**src/hdl/cpvc_pkg.sv**
```systemverilog
`default_nettype none
package cpvc_pkg;

  localparam int CfgIdxW = 3;
  localparam int CfgDataW = 32;
  localparam int LimW = 21;

  localparam logic [CfgIdxW-1:0] REG_TARGET_X = 3'd0;
  localparam logic [CfgIdxW-1:0] REG_TARGET_Y = 3'd1;
  localparam logic [CfgIdxW-1:0] REG_TARGET_Z = 3'd2;
  localparam logic [CfgIdxW-1:0] REG_CTRL_EN = 3'd3;
  localparam logic [CfgIdxW-1:0] REG_HLIM = 3'd4;
  localparam logic [CfgIdxW-1:0] REG_CLIMB = 3'd5;
  localparam logic [CfgIdxW-1:0] REG_DESCENT = 3'd6;

  localparam logic signed [25:0] KP_Q24 = 26'sd8388608;
  localparam logic signed [25:0] KI_XY_Q24 = 26'sd3355443;
  localparam logic signed [25:0] KI_Z_Q24 = 26'sd83886;
  localparam logic signed [33:0] INT_LIMIT = 34'sd964362;
  localparam logic signed [33:0] GRAVITY_Q16 = 34'sd642253;
  localparam logic signed [33:0] THR_XY_MAX = 34'sd131072;
  localparam logic signed [33:0] THR_Z_MIN = 34'sd589824;
  localparam logic signed [33:0] THR_Z_MAX = 34'sd655360;

  // datapath commands from the controller
  typedef enum logic [3:0] {
    OP_NONE, OP_LOAD, OP_SQ_X, OP_SQ_Y, OP_SQRT_INIT, OP_SQRT_STEP,
    OP_DIV_INIT, OP_DIV_STEP, OP_DIV_DONE, OP_ZCLAMP,
    OP_AX_MUL1, OP_AX_MUL2, OP_AX_DONE
  } op_t;

  typedef struct packed {
    op_t        op;
    logic [1:0] axis;
    logic       div_sel;
  } cmd_t;

  typedef struct packed {
    logic over_limit;
  } sts_t;

endpackage
`default_nettype wire

```
**src/hdl/cpvc_ctrl.sv**
```systemverilog
`default_nettype none
module cpvc_ctrl (
  input  wire logic          clk,
  input  wire logic          rst_n,
  input  wire logic          start,
  input  wire logic          out_free,
  input  wire cpvc_pkg::sts_t sts,
  output cpvc_pkg::cmd_t     cmd,
  output logic               busy,
  output logic               done
);
  import cpvc_pkg::*;

  typedef enum logic [3:0] {
    S_IDLE, S_SQX, S_SQY, S_SQI, S_SQS, S_CHK, S_DI, S_DS, S_DD,
    S_ZC, S_M1, S_M2, S_AD, S_OUT
  } state_t;

  state_t     state_r, state_nxt;
  logic [5:0] cnt_r, cnt_nxt;
  logic [1:0] ax_r, ax_nxt;
  logic       dsel_r, dsel_nxt;

  always_comb begin
    state_nxt = state_r;
    cnt_nxt = cnt_r;
    ax_nxt = ax_r;
    dsel_nxt = dsel_r;
    cmd = '{op: OP_NONE, axis: ax_r, div_sel: dsel_r};
    done = 1'b0;
    case (state_r)
      S_IDLE: if (start) begin
        cmd.op = OP_LOAD;
        state_nxt = S_SQX;
      end
      S_SQX: begin
        cmd.op = OP_SQ_X;
        state_nxt = S_SQY;
      end
      S_SQY: begin
        cmd.op = OP_SQ_Y;
        state_nxt = S_SQI;
      end
      S_SQI: begin
        cmd.op = OP_SQRT_INIT;
        cnt_nxt = 6'd31;
        state_nxt = S_SQS;
      end
      S_SQS: begin
        cmd.op = OP_SQRT_STEP;
        cnt_nxt = cnt_r - 6'd1;
        if (cnt_r == 6'd0) state_nxt = S_CHK;
      end
      S_CHK: begin
        dsel_nxt = 1'b0;
        state_nxt = sts.over_limit ? S_DI : S_ZC;
      end
      S_DI: begin
        cmd.op = OP_DIV_INIT;
        cnt_nxt = 6'd52;
        state_nxt = S_DS;
      end
      S_DS: begin
        cmd.op = OP_DIV_STEP;
        cnt_nxt = cnt_r - 6'd1;
        if (cnt_r == 6'd0) state_nxt = S_DD;
      end
      S_DD: begin
        cmd.op = OP_DIV_DONE;
        dsel_nxt = 1'b1;
        state_nxt = dsel_r ? S_ZC : S_DI;
      end
      S_ZC: begin
        cmd.op = OP_ZCLAMP;
        ax_nxt = 2'd0;
        state_nxt = S_M1;
      end
      S_M1: begin
        cmd.op = OP_AX_MUL1;
        state_nxt = S_M2;
      end
      S_M2: begin
        cmd.op = OP_AX_MUL2;
        state_nxt = S_AD;
      end
      S_AD: begin
        cmd.op = OP_AX_DONE;
        ax_nxt = (ax_r == 2'd2) ? 2'd0 : ax_r + 2'd1;
        state_nxt = (ax_r == 2'd2) ? S_OUT : S_M1;
      end
      S_OUT: if (out_free) begin
        done = 1'b1;
        state_nxt = S_IDLE;
      end
      default: state_nxt = S_IDLE;
    endcase
  end

  assign busy = (state_r != S_IDLE);

  always_ff @(posedge clk) begin
    if (!rst_n) begin
      state_r <= S_IDLE;
      cnt_r <= '0;
      ax_r <= '0;
      dsel_r <= 1'b0;
    end else begin
      state_r <= state_nxt;
      cnt_r <= cnt_nxt;
      ax_r <= ax_nxt;
      dsel_r <= dsel_nxt;
    end
  end
endmodule
`default_nettype wire

```
**config.mk**
```make
export PLATFORM = sky130hd
export DESIGN_NAME = cpvc_ctrl
export DESIGN_NICKNAME = d
export VERILOG_FILES = /design/src/hdl/cpvc_pkg.sv /design/src/hdl/cpvc_ctrl.sv
export SDC_FILE = /design/constraint.sdc
export NUM_CORES = 1
export LEC_CHECK = 0
export ABC_AREA = 0
export CORE_ASPECT_RATIO = 0.8
export CORE_MARGIN = 2
export CORE_UTILIZATION = 56
export CTS_BUF_LIST = sky130_fd_sc_hd__clkbuf_8 sky130_fd_sc_hd__clkbuf_16
export CTS_CLUSTER_SIZE = 14
export DETAILED_ROUTE_END_ITERATION = 10
export DONT_BUFFER_PORTS = 1
export PLACE_DENSITY = 0.71
export SYNTH_ARGS = -nofsm -noshare
export SYNTH_HDL_FRONTEND = slang
export SYNTH_SLANG_ARGS = --single-unit
```
**constraint.sdc**
```tcl
create_clock -name clk -period 1.5 [get_ports clk]
set_input_delay 0.15 -clock clk [delete_from_list [all_inputs] [get_ports clk]]
set_output_delay 0.15 -clock clk [all_outputs]
set_load 0.02 [all_outputs]
```
==> impl_metrics.ini, run 1 <==
[clocking]
clkLatencyLatePin_ns = 0.25
clockBufferDepth = 2
cts_buffers = 3
cts_tree = built
clkTransAtPathRegs_ns = 0.06
htree_levels = 1
root_buffer = clkbuf_8
clock_sinks = 13

[layout]
fillers = 93
area_growth_pct = 37.1
layout.cells.non_filler = 187
drive_gt1_frac = 0.376
layout_common_cells = 28 x buf_4, 16 x nor2_1, 10 x a21oi_1, 9 x o21ai_0, 9 x dfxtp_1
finish.net_count = 173
layout_commonest_cell = buf_4
diodes = 0

[worst_setup_path]
r2r_end = cnt_r[5]$_SDFFE_PN0P_
critical_path_class = flop to flop
r2r_cells = 5
worstPathRequired_ns = 1.63
critical_path.max_fanout = 4
rrSetupSlack_ns = -0.03
worstSetupEndpointType = flop
crit_arrival_ns = 1.66
r2r-start = cnt_r[2]$_SDFFE_PN0P_
cp-start-kind = flop

[synth]
syn-cell-area_sq_um = 1030
async_flop_share = 0
synth_edf_count = 0
ys_ff_latch = 13
ys_types = 48
syn-num-nets = 144
syn_inst = 137
ys.flop_type = dfxtp_1
seq_area_frac_synth = 0.254
syn_area_per_cell_sq_um = 7.49
ys.warnings.count = 0

[routing]
drc = 0
routedWlPerCell_um = 19.2
finalWirelength_um = 3580
firstDrtPassIters = 4
viasPerCell = 6.53
dr.first_iter.drc_count = 108
route.vias.total = 1221
ant_nets = 0

[sta]
rsz0062_at_grt = yes
period_share = 1.02
worst_pin_slew_ns = 0.336
fin_ws_ns = -0.0337
post-route-min-period_ns = 1.53
timing.fmax_mhz = 652
drv_slew = 0
hold_viol_final = 0
setup_viol_count_final = 1
finClkSkew_ns = 0.00124
relSlewSlack = 0.775

[pwr]
power-per-cell-area_nw_per_um2 = 2130
power.leakage_nw = 0.589
max-vdd-ir-drop_uv = 1400
p_total_mw = 2.99

[placed_design]
place_inst = 172
routabilityCongestion = 0.908
numPortBuffers = 0
hpwl_um = 1930

[grt]
grt_first_pass_wirelength_um = 4810
antenna_found_initial = 0
grt_max_degree = 12
grt_use_total = 0.291
grt_pass1_vias = 1031
overflow = 0

[floorplan]
initial_utilization = 0.612
fp-row-count = 13
die_x_um = 51.9
dieHeight_um = 42.3
core-area_sq_um = 1680
ios = 14
die_area_sq_um = 2190

[job]
cap_violations = 0

[worst_hold_path]
hold_path_startpoint = rst_n
min_path_type = input pin to flop
min_delay_worst_endpoint = cnt_r[0]$_SDFFE_PN0P_
min_path_cells = 1

[run_status]
outcome = complete, but fails checks
violations = negative setup slack
[cell type report]
| class | instances | area, sq um | area share |
|---|---|---|---|
| Clock buffer | 3 | 41.3 | 0.0294 |
| Multi-Input combinational cell | 107 | 747 | 0.531 |
| Sequential cell | 13 | 275 | 0.196 |
| Tap cell | 22 | 27.5 | 0.0196 |
| Clock inverter | 1 | 3.75 | 0.00267 |
| Inverter | 7 | 26.3 | 0.0187 |
| Timing Repair Buffer | 34 | 285 | 0.203 |
[critical path, stage by stage, from the launching register on]
cell and delay [ns]:
dfxtp_1 0.35, or3_1 0.45, nor3_1 0.25, xor2_1 0.12
a21oi_1 0.18, nor2_1 0.06
[cell usage after synthesis, types with 3 or more instances]
cell type,count,area share
nor2_1,19,0.070
dfxtp_1,13,0.25
o21ai_0,12,0.059
a21oi_1,11,0.054
nand2_1,10,0.037
buf_2,5,0.024
inv_1,5,0.018
nand2b_1,5,0.030
nor3_1,4,0.020
buf_6,3,0.033
[metal layers]
metal  up-vias  global-route usage  share of wire
li1        554                   -              -
met1       549               0.407           0.41
met2        98               0.405           0.45
met3        20              0.0929           0.10
met4         0               0.121          0.036
met5         -                   0              0
[cells by family after synthesis]
logic type,Yosys count,share of synthesized area
DFF,13,0.254
xor gates and xnor gates,1,0.00854
AOI/OAI and AO/OA,47,0.311
buffers and inverters,17,0.0939
muxes,2,0.0195
and+or+nand+nor,55,0.289
adders and majority gates,2,0.0244
[flip-flops by register name, summed over array words and instances, names as in the netlist]
name and flops:
ax_r 2, cnt_r 6, dsel_r 1, state_r 4
[worst max-delay path by stage]
| stage | start | endpoint | cells past startpoint |
|---|---|---|---|
| 6_report | cnt_r[2]$_SDFFE_PN0P_ | cnt_r[5]$_SDFFE_PN0P_ | 5 |
| 5_1_grt | cnt_r[2]$_SDFFE_PN0P_ | cnt_r[5]$_SDFFE_PN0P_ | 5 |
| 4_1_cts | state_r[3]$_SDFFE_PN0P_ | busy | 2 |
| 3_5_place_dp | state_r[1]$_SDFFE_PN0P_ | state_r[2]$_SDFFE_PN0P_ | 5 |
| 3_3_place_gp | state_r[1]$_SDFFE_PN0P_ | state_r[2]$_SDFFE_PN0P_ | 5 |
| 2_1_floorplan | state_r[1]$_SDFFE_PN0P_ | cmd[3] | 6 |
[power breakdown]
group / switching [mW] / internal (mW)
clock network: 0.140 / 0.181
registers: 0.178 / 0.477
logic: 1.11 / 0.903
[what timing repair did]
item	4_1_cts	5_1_grt
hold endpoints to repair	0	1
setup buffers	2	8
endpoints found under the setup margin	7	7
hold buffers	0	1
gates cloned	0	0
gates resized for setup	12	21
pin swaps	1	3
[per-stage QoR]
step / utilization / TNS (ns) / hold slack [ns] / setup WS [ns] / area, sq um
3_5_place_dp: 0.690 / -0.0742 / 0.276 / -0.0742 / 1160
5_1_grt: 0.839 / -0.248 / 0.0308 / -0.0895 / 1410
4_1_cts: 0.751 / 0 / 0.00339 / 0.00287 / 1260
6_report: 0.839 / -0.0337 / 0.0368 / -0.0337 / 1410
2_1_floorplan: - / 0 / 0.264 / 0.0421 / 1030
3_3_place_gp: 0.690 / -0.0493 / 0.267 / -0.0493 / 1160
(Power assumes the default switching activity.)
==> run 2: changes to the inputs <==
Settings changed: GPL_TIMING_DRIVEN set to 0, PLACE_DENSITY 0.71 to 0.76.
==> run 2 against run 1 <==
Net effect: the run still ends with negative setup slack left; first-iteration DRC count shrank 13%; critical path depth shrank 2; register-to-register slack gained 0.02 ns; sequential power shrank 10%; clock skew grew 0.0031 ns; via count shrank 6.7%; setup slack gained 0.0080 ns; sequential cell count is the same; largest power group unchanged.
==> impl_metrics.ini, run 2 (synthesized netlist as in run 1, its figures left out) <==
[run_status]
outcome = complete, but fails checks
violations = negative setup slack

[layout]
fillers = 91
area_growth_pct = 28.0
final_cell_area_sq_um = 1310
finish.utilization = 0.784
largest_reg_flops = 6
layout_commonest_cell = nor2_1
diodes = 0
finish.net_count = 156
layout_common_cells = 17 x nor2_1, 10 x nand2_1, 10 x a21oi_1, 10 x o21ai_0, 8 x dfxtp_1
layout.cells.non_filler = 170
regArea_sq_um = 269
drive_gt1_frac = 0.291
regMostFlops = cnt_r
reg_top3 = cnt_r x6, state_r x4, ax_r x2
multi_input_area_sq_um = 749

[routing]
finalWirelength_um = 3080
routedWlPerCell_um = 18.1
firstDrtPassIters = 5
drc = 0
dr.first_iter.drc_count = 94
route.vias.total = 1139
ant_nets = 0
viasPerCell = 6.70

[placed_design]
place_inst = 159
place_ws_ns = -0.120
numPortBuffers = 0
hpwl_um = 1790
routabilityCongestion = 0.974
place_area_sq_um = 1050

[worst_hold_path]
min_path_cells = 1
min_path_type = input pin to flop
min_delay_worst_endpoint = state_r[3]$_SDFFE_PN0P_
hold_path_startpoint = out_free

[worst_setup_path]
crit_arrival_ns = 1.38
cp-start-kind = flop
r2r-start = state_r[3]$_SDFFE_PN0P_
r2r_cells = 6
worstPathRequired_ns = 1.35
worstSetupEndpointType = output pin
r2r_end = cnt_r[4]$_SDFFE_PN0P_
critical_path_class = flop to output pin
rrSetupSlack_ns = -0.01
critical_path.max_fanout = 4

[sta]
worst_pin_slew_ns = 0.420
timing.fmax_mhz = 655
finClkSkew_ns = 0.00434
rsz0062_at_grt = yes
hold_viol_final = 0
post-route-min-period_ns = 1.53
drv_slew = 0
finalSetupTns_ns = -0.0381
period_share = 1.02
setup_viol_count_final = 3
whs_ns = 0.0107
fin_ws_ns = -0.0257
relSlewSlack = 0.719

[clocking]
cts_buffers = 3
clkTransAtPathRegs_ns = 0.06
clock_sinks = 13
holdBufCountCts = 0
cts_tree = built
clkLatencyLatePin_ns = 0.25
root_buffer = clkbuf_8
clockBufferDepth = 2
htree_levels = 1

[pwr]
comb_power_share = 0.682
clock_power_share = 0.110
power.leakage_nw = 0.509
p_seq_frac = 0.208
p_int_mw = 1.48
max-vdd-ir-drop_uv = 1600
p_total_mw = 2.82
switchingPower_mw = 1.33
swShare = 0.473
power-per-cell-area_nw_per_um2 = 2150

[grt]
grt_first_pass_wirelength_um = 4430
grt_max_degree = 20
overflow = 0
antenna_found_initial = 0
grt_use_total = 0.271
grt_pass1_vias = 896

[job]
cap_violations = 0

[floorplan]
die_area_sq_um = 2190
fp-row-count = 13
initial_utilization = 0.612
die_x_um = 51.9
ios = 14
dieHeight_um = 42.3
core-area_sq_um = 1680
[run 2: area by class of cell]
cell class                      count  area share
Multi-Input combinational cell    107       0.570
Sequential cell                    13       0.205
Buffer                              9      0.0924
Timing Repair Buffer                8      0.0571
Clock buffer                        3      0.0314
Tap cell                           22      0.0210
Inverter                            7      0.0200
Clock inverter                      1     0.00286
[run 2: power by group through the flow]
stage	registers (mW)	logic, mW	clock network, mW
2_1_floorplan	0.543	1.20	0
3_3_place_gp	0.567	1.40	0
6_report	0.588	1.92	0.310
4_1_cts	0.571	1.58	0.315
5_1_grt	0.602	2.04	0.324
3_5_place_dp	0.571	1.42	0
[run 2: what timing repair did]
item / 4_1_cts / 5_1_grt
pin swaps: 2 / 3
setup buffers: 4 / 2
gates cloned: 0 / 2
setup endpoints to repair: 6 / 9
endpoints found under the hold margin: 0 / 0
gates resized for setup: 29 / 13
[run 2: metal layers]
layer / wire, um / part of all wire / track usage / vias to the layer above
li1: - / - / - / 519
met1: 1260 / 0.41 / 0.385 / 522
met2: 1360 / 0.44 / 0.377 / 82
met3: 381 / 0.12 / 0.0821 / 16
met4: 75 / 0.024 / 0.105 / 0
met5: 0 / 0 / 0 / -
[run 2: how the worst max path moves through the flow]
stage          cells past startpoint               endpoint               startpoint
4_1_cts                            5                 cmd[3]  state_r[2]$_SDFFE_PN0P_
3_3_place_gp                       6                 cmd[3]  state_r[1]$_SDFFE_PN0P_
2_1_floorplan                      6                 cmd[3]  state_r[1]$_SDFFE_PN0P_
5_1_grt                            6  cnt_r[4]$_SDFFE_PN0P_  state_r[3]$_SDFFE_PN0P_
6_report                           3                   busy  state_r[3]$_SDFFE_PN0P_
3_5_place_dp                       6                 cmd[3]  state_r[1]$_SDFFE_PN0P_
[run 2: worst max-delay path: stages, from the launching register on]
cell,delay [ns]
dfxtp_4,0.34
buf_6,0.11
buf_8,0.11
or4_4,0.56
